--- src/stb_pkg.sv ---
`timescale 1ns / 1ps
`default_nettype none

package stb_pkg;

    localparam int NUM_SLOTS = 16;
    localparam int SLOT_W    = 4;
    localparam int TICK_BITS = 32;
    localparam int TAG_BITS  = 32;

    typedef enum logic [2:0] {
        CMD_TICK   = 3'd0,
        CMD_CREATE = 3'd1,
        CMD_START  = 3'd2,
        CMD_STOP   = 3'd3,
        CMD_CHANGE = 3'd4,
        CMD_DELETE = 3'd5,
        CMD_TAG    = 3'd6
    } cmd_t;

    typedef enum logic [1:0] {
        KIND_RESP   = 2'd0,
        KIND_EXPIRY = 2'd1,
        KIND_DONE   = 2'd2
    } kind_t;

    typedef enum logic [2:0] {
        ST_IDLE,
        ST_EXEC,
        ST_RESPOND,
        ST_SCAN_CHECK,
        ST_SCAN_EVAL,
        ST_SCAN_EMIT,
        ST_TICK_DONE
    } state_t;

    // Controller to datapath
    typedef struct packed {
        logic load_in;
        logic inc_idx;
        logic scan_commit;
        logic cmd_commit;
        logic done_emit;
    } stb_ctrl_t;

    // Datapath to controller
    typedef struct packed {
        logic is_tick;
        logic slot_live;
        logic reached;
        logic idx_last;
        logic out_free;
    } stb_stat_t;

endpackage

`default_nettype wire

--- src/stb_ram.sv ---
`timescale 1ns / 1ps
`default_nettype none

module stb_ram #(
    parameter int WIDTH = 32,
    parameter int DEPTH = 16
) (
    input  wire logic                     aclk,
    input  wire logic                     we,
    input  wire logic [$clog2(DEPTH)-1:0] waddr,
    input  wire logic [WIDTH-1:0]         wdata,
    input  wire logic [$clog2(DEPTH)-1:0] raddr,
    output logic      [WIDTH-1:0]         rdata
);

    logic [WIDTH-1:0] mem [DEPTH];

    always_ff @(posedge aclk) begin
        if (we) begin
            mem[waddr] <= wdata;
        end
        rdata <= mem[raddr];
    end

endmodule

`default_nettype wire

--- src/stb_ctrl.sv ---
`timescale 1ns / 1ps
`default_nettype none

module stb_ctrl (
    input  wire logic              aclk,
    input  wire logic              aresetn,
    input  wire logic              s_valid,
    output logic                   s_ready,
    input  wire stb_pkg::stb_stat_t stat,
    output stb_pkg::stb_ctrl_t     ctrl
);

    stb_pkg::state_t state_reg, state_next;

    always_ff @(posedge aclk) begin
        if (!aresetn) begin
            state_reg <= stb_pkg::ST_IDLE;
        end else begin
            state_reg <= state_next;
        end
    end

    always_comb begin
        state_next = state_reg;
        ctrl       = '0;
        s_ready    = 1'b0;
        case (state_reg)
            stb_pkg::ST_IDLE: begin
                s_ready      = 1'b1;
                ctrl.load_in = s_valid;
                if (s_valid) begin
                    state_next = stb_pkg::ST_EXEC;
                end
            end
            // slot read in flight; tick branches to the scan
            stb_pkg::ST_EXEC: begin
                state_next = stat.is_tick ? stb_pkg::ST_SCAN_CHECK : stb_pkg::ST_RESPOND;
            end
            stb_pkg::ST_RESPOND: begin
                if (stat.out_free) begin
                    ctrl.cmd_commit = 1'b1;
                    state_next      = stb_pkg::ST_IDLE;
                end
            end
            stb_pkg::ST_SCAN_CHECK: begin
                if (stat.slot_live) begin
                    state_next = stb_pkg::ST_SCAN_EVAL;
                end else if (stat.idx_last) begin
                    state_next = stb_pkg::ST_TICK_DONE;
                end else begin
                    ctrl.inc_idx = 1'b1;
                end
            end
            stb_pkg::ST_SCAN_EVAL: begin
                if (stat.reached) begin
                    state_next = stb_pkg::ST_SCAN_EMIT;
                end else if (stat.idx_last) begin
                    state_next = stb_pkg::ST_TICK_DONE;
                end else begin
                    ctrl.inc_idx = 1'b1;
                    state_next   = stb_pkg::ST_SCAN_CHECK;
                end
            end
            stb_pkg::ST_SCAN_EMIT: begin
                if (stat.out_free) begin
                    ctrl.scan_commit = 1'b1;
                    if (stat.idx_last) begin
                        state_next = stb_pkg::ST_TICK_DONE;
                    end else begin
                        ctrl.inc_idx = 1'b1;
                        state_next   = stb_pkg::ST_SCAN_CHECK;
                    end
                end
            end
            stb_pkg::ST_TICK_DONE: begin
                if (stat.out_free) begin
                    ctrl.done_emit = 1'b1;
                    state_next     = stb_pkg::ST_IDLE;
                end
            end
            default: begin
                state_next = stb_pkg::ST_IDLE;
            end
        endcase
    end

endmodule

`default_nettype wire

--- src/stb_datapath.sv ---
`timescale 1ns / 1ps
`default_nettype none

module stb_datapath (
    input  wire logic                          aclk,
    input  wire logic                          aresetn,
    input  wire stb_pkg::stb_ctrl_t            ctrl,
    output stb_pkg::stb_stat_t                 stat,
    input  wire logic [2:0]                    s_command,
    input  wire logic [stb_pkg::SLOT_W-1:0]    s_slot,
    input  wire logic [stb_pkg::TICK_BITS-1:0] s_now,
    input  wire logic [stb_pkg::TICK_BITS-1:0] s_period,
    input  wire logic                          s_reload,
    input  wire logic [stb_pkg::TAG_BITS-1:0]  s_tag,
    input  wire logic                          s_handler_present,
    output logic                               m_valid,
    input  wire logic                          m_ready,
    output logic [1:0]                         m_kind,
    output logic                               m_status,
    output logic [stb_pkg::SLOT_W-1:0]         m_result_slot,
    output logic [stb_pkg::TAG_BITS-1:0]       m_result_tag,
    output logic                               m_last
);

    localparam int SW = stb_pkg::SLOT_W;
    localparam int NS = stb_pkg::NUM_SLOTS;
    localparam int TB = stb_pkg::TICK_BITS;
    localparam int GB = stb_pkg::TAG_BITS;

    // captured command
    logic [2:0]    command_reg;
    logic [SW-1:0] slot_reg;
    logic [TB-1:0] now_reg;
    logic [TB-1:0] period_reg;
    logic          reload_reg;
    logic [GB-1:0] tag_reg;
    logic          handler_reg;

    logic [SW-1:0] idx_reg, idx_next;
    logic [NS-1:0] used_reg, used_next;
    logic [NS-1:0] active_reg, active_next;

    logic          m_valid_reg, m_valid_next;
    logic [1:0]    kind_reg, kind_next;
    logic          status_reg, status_next;
    logic [SW-1:0] rslot_reg, rslot_next;
    logic [GB-1:0] rtag_reg, rtag_next;
    logic          last_reg, last_next;

    logic          is_tick;
    logic [SW-1:0] raddr;
    logic [TB-1:0] rd_expiry;
    logic [TB-1:0] rd_period;
    logic [GB:0]   rd_tagrel;

    logic          exp_we, per_we, tag_we;
    logic [SW-1:0] exp_waddr, per_waddr;
    logic [TB-1:0] exp_wdata;
    logic [TB-1:0] add_b, sum;
    logic [TB-1:0] diff;
    logic [SW-1:0] free_idx;
    logic          any_free;
    logic          slot_ok;
    logic          pass;

    assign is_tick = (command_reg == stb_pkg::CMD_TICK);
    assign raddr   = is_tick ? idx_reg : slot_reg;
    assign slot_ok = used_reg[slot_reg];

    // lowest free slot
    always_comb begin
        free_idx = '0;
        for (int i = NS - 1; i >= 0; i--) begin
            if (!used_reg[i]) begin
                free_idx = SW'(i);
            end
        end
    end
    assign any_free = ~&used_reg;

    // change period uses the new period, start and reload use the stored one
    assign add_b = (command_reg == stb_pkg::CMD_CHANGE) ? period_reg : rd_period;
    assign sum   = now_reg + add_b;
    assign diff  = now_reg - rd_expiry;

    always_comb begin
        case (command_reg)
            stb_pkg::CMD_CREATE: pass = (period_reg != '0) && handler_reg && any_free;
            stb_pkg::CMD_START,
            stb_pkg::CMD_STOP,
            stb_pkg::CMD_DELETE,
            stb_pkg::CMD_TAG:    pass = slot_ok;
            stb_pkg::CMD_CHANGE: pass = slot_ok && (period_reg != '0);
            default:             pass = 1'b0;
        endcase
    end

    always_comb begin
        stat.is_tick   = is_tick;
        stat.slot_live = used_reg[idx_reg] && active_reg[idx_reg];
        stat.reached   = !diff[TB-1];
        stat.idx_last  = (idx_reg == SW'(NS - 1));
        stat.out_free  = !m_valid_reg || m_ready;
    end

    // state updates and RAM writes
    always_comb begin
        used_next   = used_reg;
        active_next = active_reg;
        exp_we      = 1'b0;
        exp_waddr   = slot_reg;
        exp_wdata   = sum;
        per_we      = 1'b0;
        per_waddr   = slot_reg;
        tag_we      = 1'b0;
        idx_next    = idx_reg;

        if (ctrl.load_in) begin
            idx_next = '0;
        end else if (ctrl.inc_idx) begin
            idx_next = idx_reg + 1'b1;
        end

        if (ctrl.scan_commit) begin
            if (rd_tagrel[GB]) begin
                exp_we    = 1'b1;
                exp_waddr = idx_reg;
            end else begin
                active_next[idx_reg] = 1'b0;
            end
        end

        if (ctrl.cmd_commit && pass) begin
            case (command_reg)
                stb_pkg::CMD_CREATE: begin
                    used_next[free_idx]   = 1'b1;
                    active_next[free_idx] = 1'b0;
                    exp_we    = 1'b1;
                    exp_waddr = free_idx;
                    exp_wdata = '0;
                    per_we    = 1'b1;
                    per_waddr = free_idx;
                    tag_we    = 1'b1;
                end
                stb_pkg::CMD_START: begin
                    exp_we                = 1'b1;
                    active_next[slot_reg] = 1'b1;
                end
                stb_pkg::CMD_STOP: begin
                    active_next[slot_reg] = 1'b0;
                end
                stb_pkg::CMD_CHANGE: begin
                    per_we = 1'b1;
                    exp_we = active_reg[slot_reg];
                end
                stb_pkg::CMD_DELETE: begin
                    active_next[slot_reg] = 1'b0;
                    used_next[slot_reg]   = 1'b0;
                end
                default: begin
                end
            endcase
        end
    end

    // output register
    always_comb begin
        m_valid_next = m_valid_reg && !m_ready;
        kind_next    = kind_reg;
        status_next  = status_reg;
        rslot_next   = rslot_reg;
        rtag_next    = rtag_reg;
        last_next    = last_reg;
        if (ctrl.scan_commit) begin
            m_valid_next = 1'b1;
            kind_next    = stb_pkg::KIND_EXPIRY;
            status_next  = 1'b0;
            rslot_next   = idx_reg;
            rtag_next    = rd_tagrel[GB-1:0];
            last_next    = 1'b0;
        end else if (ctrl.done_emit) begin
            m_valid_next = 1'b1;
            kind_next    = stb_pkg::KIND_DONE;
            status_next  = 1'b0;
            rslot_next   = '0;
            rtag_next    = '0;
            last_next    = 1'b1;
        end else if (ctrl.cmd_commit) begin
            m_valid_next = 1'b1;
            kind_next    = stb_pkg::KIND_RESP;
            status_next  = !pass;
            rslot_next   = (pass && command_reg == stb_pkg::CMD_CREATE) ? free_idx : '0;
            rtag_next    = (pass && command_reg == stb_pkg::CMD_TAG) ? rd_tagrel[GB-1:0] : '0;
            last_next    = 1'b1;
        end
    end

    always_ff @(posedge aclk) begin
        if (!aresetn) begin
            used_reg    <= '0;
            active_reg  <= '0;
            m_valid_reg <= 1'b0;
        end else begin
            used_reg    <= used_next;
            active_reg  <= active_next;
            m_valid_reg <= m_valid_next;
        end
    end

    always_ff @(posedge aclk) begin
        if (ctrl.load_in) begin
            command_reg <= s_command;
            slot_reg    <= s_slot;
            now_reg     <= s_now;
            period_reg  <= s_period;
            reload_reg  <= s_reload;
            tag_reg     <= s_tag;
            handler_reg <= s_handler_present;
        end
        idx_reg    <= idx_next;
        kind_reg   <= kind_next;
        status_reg <= status_next;
        rslot_reg  <= rslot_next;
        rtag_reg   <= rtag_next;
        last_reg   <= last_next;
    end

    stb_ram #(.WIDTH(TB), .DEPTH(NS)) u_expiry_ram (
        .aclk  (aclk),
        .we    (exp_we),
        .waddr (exp_waddr),
        .wdata (exp_wdata),
        .raddr (raddr),
        .rdata (rd_expiry)
    );

    stb_ram #(.WIDTH(TB), .DEPTH(NS)) u_period_ram (
        .aclk  (aclk),
        .we    (per_we),
        .waddr (per_waddr),
        .wdata (period_reg),
        .raddr (raddr),
        .rdata (rd_period)
    );

    // tag with the reload flag on top
    stb_ram #(.WIDTH(GB + 1), .DEPTH(NS)) u_tag_ram (
        .aclk  (aclk),
        .we    (tag_we),
        .waddr (free_idx),
        .wdata ({reload_reg, tag_reg}),
        .raddr (raddr),
        .rdata (rd_tagrel)
    );

    assign m_valid       = m_valid_reg;
    assign m_kind        = kind_reg;
    assign m_status      = status_reg;
    assign m_result_slot = rslot_reg;
    assign m_result_tag  = rtag_reg;
    assign m_last        = last_reg;

endmodule

`default_nettype wire

--- src/software_timer_bank.sv ---
// Pool of 16 software timer slots, one command per input beat.
// Input channel (s_*): command, slot, now, period, reload, tag, handler_present.
// Output channel (m_*): kind, status, result_slot, result_tag, last; m_last
// marks the final result beat caused by one input beat.
// A command other than tick passes through the accept, slot RAM read and
// response states, and its response beat is registered as the response
// state ends. A tick walks the slots in index order through a single read
// port of the slot RAMs: a slot that is free or stopped takes only the
// check step, a live slot that has not expired takes check and evaluate,
// and one that expires takes check, evaluate and emit and gives an event
// beat; the done beat follows the last slot. One command is in work at a
// time; s_ready is high only between commands.
// The last result sits in an output register, so a new command is accepted
// while that beat still waits for m_ready; a stalled receiver holds the beat
// and stalls the block at its next result beat, in a command or in the scan.
// Reset (aresetn low, synchronous) frees every slot and empties the output
// register; period, expiry and tag storage is not cleared, since create
// writes a slot in full before it can be read.
`timescale 1ns / 1ps
`default_nettype none

module software_timer_bank (
    input  wire logic                          aclk,
    input  wire logic                          aresetn,
    input  wire logic                          s_valid,
    output logic                               s_ready,
    input  wire logic [2:0]                    s_command,
    input  wire logic [stb_pkg::SLOT_W-1:0]    s_slot,
    input  wire logic [stb_pkg::TICK_BITS-1:0] s_now,
    input  wire logic [stb_pkg::TICK_BITS-1:0] s_period,
    input  wire logic                          s_reload,
    input  wire logic [stb_pkg::TAG_BITS-1:0]  s_tag,
    input  wire logic                          s_handler_present,
    output logic                               m_valid,
    input  wire logic                          m_ready,
    output logic [1:0]                         m_kind,
    output logic                               m_status,
    output logic [stb_pkg::SLOT_W-1:0]         m_result_slot,
    output logic [stb_pkg::TAG_BITS-1:0]       m_result_tag,
    output logic                               m_last
);

    stb_pkg::stb_ctrl_t ctrl;
    stb_pkg::stb_stat_t stat;

    // sequence commands and the tick scan
    stb_ctrl u_ctrl (
        .aclk    (aclk),
        .aresetn (aresetn),
        .s_valid (s_valid),
        .s_ready (s_ready),
        .stat    (stat),
        .ctrl    (ctrl)
    );

    // slot flags, slot RAMs, expiry compare and the output register
    stb_datapath u_datapath (
        .aclk              (aclk),
        .aresetn           (aresetn),
        .ctrl              (ctrl),
        .stat              (stat),
        .s_command         (s_command),
        .s_slot            (s_slot),
        .s_now             (s_now),
        .s_period          (s_period),
        .s_reload          (s_reload),
        .s_tag             (s_tag),
        .s_handler_present (s_handler_present),
        .m_valid           (m_valid),
        .m_ready           (m_ready),
        .m_kind            (m_kind),
        .m_status          (m_status),
        .m_result_slot     (m_result_slot),
        .m_result_tag      (m_result_tag),
        .m_last            (m_last)
    );

endmodule

`default_nettype wire
--- config.mk ---
export PLATFORM = sky130hd
export DESIGN_NAME = software_timer_bank
export DESIGN_NICKNAME = d
export VERILOG_FILES = /design/src/stb_pkg.sv /design/src/stb_ram.sv /design/src/stb_ctrl.sv /design/src/stb_datapath.sv /design/src/software_timer_bank.sv
export SDC_FILE = /design/constraint.sdc
export NUM_CORES = 2
export LEC_CHECK = 0
export ABC_AREA = 1
export ABC_CLOCK_PERIOD_IN_PS = 7700
export BUFFER_PORTS_ARGS = -buffer_cell sky130_fd_sc_hd__buf_2
export CAP_MARGIN = 20
export CORE_MARGIN = 2
export CORE_UTILIZATION = 56
export CTS_BUF_LIST = sky130_fd_sc_hd__clkbuf_16
export DETAILED_ROUTE_END_ITERATION = 8
export HOLD_SLACK_MARGIN = 0.1
export PLACE_DENSITY = 0.81
export SYNTH_ARGS = -nofsm -noshare
export SYNTH_HDL_FRONTEND = slang
export SYNTH_SLANG_ARGS = --single-unit
--- constraint.sdc ---
create_clock -name aclk -period 7.7 [get_ports aclk]
set_clock_uncertainty 0.05 [all_clocks]
set_input_delay 2.31 -clock aclk [delete_from_list [all_inputs] [get_ports aclk]]
set_output_delay 2.31 -clock aclk [all_outputs]
set_load 0.02 [all_outputs]
# [Yosys cells after proc, flatten, opt, wreduce, memory -nomap -nowiden]
# Memories as Yosys holds them, arrays and structs flattened. A register that Yosys moved wholly into a read port is not among the register bits.
# Index checks and enable logic that the tools add are counted.
[word_totals] ramBits=1552 output_inout_bits=42 register_bits=185 mem_count=3 word_cells=181
[memory_table] name="u_datapath.u_tag_ram.mem" words=16 width=33 read_ports=1 rd_ports_with_merged_regs=1 write_ports=1 line="stb_ram.sv:16" source="logic [WIDTH-1:0] mem [DEPTH];"
[memory_table] name="u_datapath.u_expiry_ram.mem" words=16 width=32 read_ports=1 rd_ports_with_merged_regs=1 write_ports=1 line="stb_ram.sv:16"
[memory_table] name="u_datapath.u_period_ram.mem" words=16 width=32 read_ports=1 rd_ports_with_merged_regs=1 write_ports=1 line="stb_ram.sv:16"
[classes] mux=95 add_sub_neg=3 reduce_logical=31 magnitude_cmp=6 bitwise_logic=9 n_eq_ne=17
[ops] operator="$mux 32" count=7
[ops] operator="$mux 4" count=27
[ops] operator="$and 16x16->16" count=4
[ops] operator="$mux 16" count=3
[ops] operator="$not 16->16" count=3
[ops] operator="$pmux 16 s3" count=1
[ops] operator="$mux 1" count=35
[ops] operator="$add 32x32->32" count=1
[ops] operator="$or 16x16->16" count=2
[ops] operator="$pmux 16 s2" count=1
[ops] operator="$reduce_bool 32->1" count=1
[ops] operator="$sub 32x32->32" count=1
[ops] operator="$mux 3" count=7
[ops] operator="$eq 3x3->1 const B" count=6
[ops] operator="$pmux 3 s6" count=1
[ops] operator="$bmux 1 s4" count=4
[ops] operator="$reduce_and 16->1" count=1
[ops] operator="$lt 4x5->1 const B" count=3
[ops] operator="$demux 1 s4" count=3
[ops] operator="$eq 3x2->1 const B" count=4
[ops] operator="$ge 4x1->1 const B" count=3
[ops] operator="$logic_and 1x1->1" count=11
[ops] operator="$reduce_or 2->1" count=5
[ops] operator="$eq 3x1->1 const B" count=2
[ops] operator="other kinds (16)" count=25

# [Depth between registers and ports, before layout]
[depth] word_depth=24 ltp_mapped=25 mapped_depth_nobuf=24

# [Modules after synthesis]
# Synthesis repeated with hierarchy kept, for this count alone.
[unflattened] hier_cells=7863 hier_area_um2=80144.4
[modules_own_cells] mod="stb_ram (u_datapath.u_expiry_ram ...)" cells_per_inst=2120 instances=2 area_each_um2=22730.6
[modules_own_cells] mod="stb_ram (u_datapath.u_tag_ram)" cells_per_inst=2185 instances=1 area_each_um2=23241.0
[modules_own_cells] mod="stb_datapath" cells_per_inst=1370 instances=1 area_each_um2=11023.1
[modules_own_cells] mod="stb_ctrl" cells_per_inst=68 instances=1 area_each_um2=419.2

# [Least setup slack after synthesis]
# OpenSTA, ideal clock, no wires.
[synth_timing] kind="input-to-reg" start="input s_valid" end="register u_datapath.command_reg[0] (enable)" stages=2 path_slack_ps=275 setup_ps=576 arrival_time_ps=6800 required_ps=7074 cell_sequence="inv_1 nor2_1"
[synth_rtl] element="start: declaration" line="software_timer_bank.sv:25" source="input wire logic s_valid,"
[synth_rtl] element="end signal: assignment" line="stb_datapath.sv:212" source="command_reg <= s_command;"
[synth_rtl] element="end: declaration" line="stb_datapath.sv:31" source="logic [2:0] command_reg;"

# [Final worst setup path]
[layout_timing] start="input m_ready" end="memory u_datapath.u_expiry_ram.mem[4][18], in the netlist u_datapath.u_expiry_ram.mem[2][18] (enable)"
[layout_between] elab_chain_cells=8 word_cells_on_any_way=14 classes_between="mux: 12; reduce/logical: 2"
[layout_rtl] element="start: declaration" line="software_timer_bank.sv:35" source="input wire logic m_ready,"
[layout_rtl] element="$logic_or 1x1->1 *" line="stb_datapath.sv:103" source="stat.out_free = !m_valid_reg || m_ready;"
[layout_rtl] element="$mux 2" line="stb_ctrl.sv:65" source="if (stat.out_free) begin"
[layout_rtl] element="$mux 1" line="stb_ctrl.sv:27" source="case (state_reg)"
[layout_rtl] element="$mux 1" line="stb_datapath.sv:124" source="if (ctrl.scan_commit) begin"
[layout_rtl] element="$pmux 1 s2" line="stb_datapath.sv:134" source="case (command_reg)"
[layout_rtl] element="$mux 1" line="stb_datapath.sv:133" source="if (ctrl.cmd_commit && pass) begin"
[layout_rtl] element="$mux 1" line="stb_ram.sv:19" source="if (we) begin"
[layout_rtl] element="$mux 1 (implied by the code)" line="stb_ram.sv:20" source="mem[waddr] <= wdata;"
[layout_rtl] element="end: declaration" line="stb_ram.sv:16"
# Every way passes the cells marked *; elsewhere a longest branch is shown, timed or not.

==> qor.csv <==
metric,value,unit
status,completed,
worstSkewPairLatency,0.82,ns
yosysUniqueCellTypes,51,
slowest_delay,0.95,ns
cp_max_fo,29,
finalCritPeriodShare,71.1,%
htree_levels,4,
gp_congestion,0.954,
cts-root-buf,clkbuf_16,
drive_gt1_share,10.1,%
cap_violations,0,
track_usage,28.5,%
hp-class,reg -> reg,
async_flop_share,0,%
finalWorstSetupSlack,2.22,ns
reg.largest.list,"u_datapath.u_tag_ram.mem (528), u_datapath.u_expiry_ram.mem (512), u_datapath.u_period_ram.mem (512)",
nets,5952,
grt_pass1_vias,48000,
pwr-share-seq,49.0,%
finalWirelength,192000,µm
fin_total_pwr,25.3,mW
syn_to_final_growth,12.1,%
slew_headroom,22.4,%
grt_max_degree,209,
largest-register,u_datapath.u_tag_ram.mem,
setup_viol_count_final,0,
cp-end-kind,flop,
ctsLongestPathBuffers,3,
cts_made_buffers,177,
slew_violations,0,
p_clk_share,33.1,%
vdd_drop_max,0.244,mV
fmax,0.183,GHz
cts_resized,0,
final-hold-violation-count,0,
drcViolationCount,0,
antenna_found_initial,5,
core_region_area,129000,µm²
post_drt_wl_per_cell,25.0,µm
synthFlopType,edfxtp_1,
path_cells,buf_2 -> nor2_1 -> nor2_1 -> inv_1 -> nor2_1 -> nand2_4 -> inv_2 -> nand2_1 -> o21ai_1 -> nand2_1 -> nor2_4 -> buf_4,
clock-sinks,1834,
switchingPower,7.45,mW
dp_hpwl,107000,µm
dp_slack,1.54,ns
fillers,8874,
holdWs,0.439,ns
port_buffers,150,
start_util,56.4,%
synth_area,72900,µm²
die-area,133000,µm²
fin_tns_setup,0,ns
ys_warn_count,0,
syn-num-nets,5864,
cts_tree,yes,
num_io_pins,151,
crit_required,8.18,ns
die_h,365,µm
power_frac_comb,17.9,%
netlist_instances,5689,
vias,49300,
pwr_density_cell,309,nW/µm²
period_minus_slack,5.48,ns
switching_share,29.5,%
start_kind,primary input,
rsz0062_at_grt,false,
largest_reg_flops,528,
cts_setup_buffers,0,
synth-seq-area-share,73.6,%
avgViaCountPerCell,6.42,
grt_pass1_wl,286000,µm
fp.dieW,365,µm
intPower,17.8,mW
cp.arrival,5.95,ns
cp_common_cell,nor2_1,
drt_iter0_drc,7678,
dr.pass1.iters,8,
leakage,27.3,nW
synth-seq-cells,1834,
antenna_left,0,
synth_edf_count,1693,
crit_type,in -> reg,
tightest_slew,1.16,ns
syn_area_per_cell,12.8,µm²
cts_hold_buffers,0,
cts.clk_slew.worst_paths,0.06,ns
rows,132,
crit_slowest_cell,nor2_4,
gr-total-overflow,0,
==> power by group through the flow <==
| stage | clock network (mW) | logic [mW] | registers, mW |
|---|---|---|---|
| final | 8.37 | 4.52 | 12.4 |
| after global routing | 8.79 | 4.86 | 12.4 |
| after CTS | 8.39 | 4.23 | 12.4 |
| after detailed placement | 0 | 4.18 | 12.6 |
| after global placement | 0 | 4.01 | 12.6 |
| after floorplan | 0 | 2.58 | 12.5 |
==> layer usage <==
metal	vias to the layer above	global-route usage, %	part of all wire, %
met2	3407	44.4	47
met4	6	12.8	4.4
met1	23900	38.6	37
li1	21400	-	-
met3	584	6.45	12
met5	-	0	0.020
==> layout by cell type, fill, tap and decap left out, types with 45 or more instances in the layout <==
cell type  netlist  layout
a21oi_1        137     136
buf_2           34     150
buf_4            4      86
clkbuf_16        0     182
clkinv_1         2      47
dfxtp_1        141     141
edfxtp_1      1693    1693
ha_1            65      65
inv_1          200     252
nand2_1        417     416
nand3_1        133     133
nor2_1         960     921
nor2_4           6      45
o211ai_1       124     124
o21ai_0        872     871
o221ai_1       278     278
o22ai_1        127     127
==> cell families after synthesis <==
| kind of cell | Yosys count | synth area share, % |
|---|---|---|
| buffers and inverters | 578 | 3.10 |
| multiplexers | 1 | 0.0137 |
| adder cells (fa/ha/maj) | 66 | 1.14 |
| AND/OR/NAND/NOR | 1585 | 8.68 |
| AO/OA/AOI/OAI | 1613 | 13.3 |
| XOR/XNOR | 12 | 0.144 |
| flip-flops | 1834 | 73.6 |
==> worst max-delay path, delay by kind of cell <==
| family | cells | cell delay (ns) |
|---|---|---|
| simple gates | 7 | 2.29 |
| buf+inv | 4 | 1.02 |
| compound gates | 1 | 0.31 |
==> synthesized netlist by cell type (2+ instances only) <==
| cell type | instances | area (µm²) |
|---|---|---|
| a211oi_1 | 8 | 60.1 |
| a21boi_0 | 2 | 15.0 |
| a21o_1 | 5 | 37.5 |
| a21oi_1 | 137 | 686 |
| a22oi_1 | 2 | 15.0 |
| a31oi_1 | 13 | 81.3 |
| buf_1 | 14 | 52.6 |
| buf_2 | 34 | 170 |
| buf_4 | 4 | 30.0 |
| buf_6 | 4 | 45.0 |
| clkbuf_1 | 303 | 1140 |
| clkinv_1 | 2 | 7.51 |
| dfxtp_1 | 141 | 2820 |
| edfxtp_1 | 1693 | 50800 |
| ha_1 | 65 | 813 |
| inv_1 | 200 | 751 |
| inv_2 | 16 | 60.1 |
| nand2_1 | 417 | 1570 |
| nand2_2 | 6 | 37.5 |
| nand3_1 | 133 | 666 |
| nand4_1 | 22 | 138 |
| nor2_1 | 960 | 3600 |
| nor2_2 | 4 | 25.0 |
| nor2_4 | 6 | 67.6 |
| nor3_1 | 18 | 90.1 |
| nor4_1 | 12 | 75.1 |
| o2111ai_1 | 3 | 26.3 |
| o211ai_1 | 124 | 931 |
| o21a_1 | 5 | 37.5 |
| o21ai_0 | 872 | 4360 |
| o21ai_1 | 24 | 120 |
| o21ai_2 | 4 | 35.0 |
| o21bai_1 | 5 | 37.5 |
| o221ai_1 | 278 | 2430 |
| o22ai_1 | 127 | 795 |
| xnor2_1 | 3 | 26.3 |
| xor2_1 | 9 | 78.8 |
==> cell type report <==
cell class	count	area, µm²	share of cell area [%]
Clock buffer	182	4550	5.57
Antenna cell	2	5.00	0.00612
Sequential cell	1834	53700	65.6
Clock inverter	152	1090	1.33
Timing Repair Buffer	269	2040	2.50
Tap cell	1742	2180	2.67
Inverter	218	843	1.03
Multi-Input combinational cell	3277	17400	21.3
==> final timing paths <==
path                             startpoint                            endpoint  slack, ns  cells past startpoint
setup / recovery                    m_ready  u_datapath.u_expiry_ram.mem[2][18]       2.22                     12
hold / removal         u_datapath.m_kind[0]                u_datapath.m_kind[0]       0.44                      2
setup reg to reg  u_datapath.command_reg[2]  u_datapath.u_expiry_ram.mem[7][17]       2.42                     20
hold reg to reg        u_datapath.m_kind[0]                u_datapath.m_kind[0]       0.44                      2
==> stage by stage <==
step                      util, %  std cells  instance area (µm²)
final                        63.2       7676                81800
after detailed placement     58.5       7306                75600
after floorplan                 -       5689                72900
after global routing         63.2       7674                81700
after CTS                    62.8       7640                81300
after global placement       58.3       7296                75400
Power figures use the tool's default switching activity.
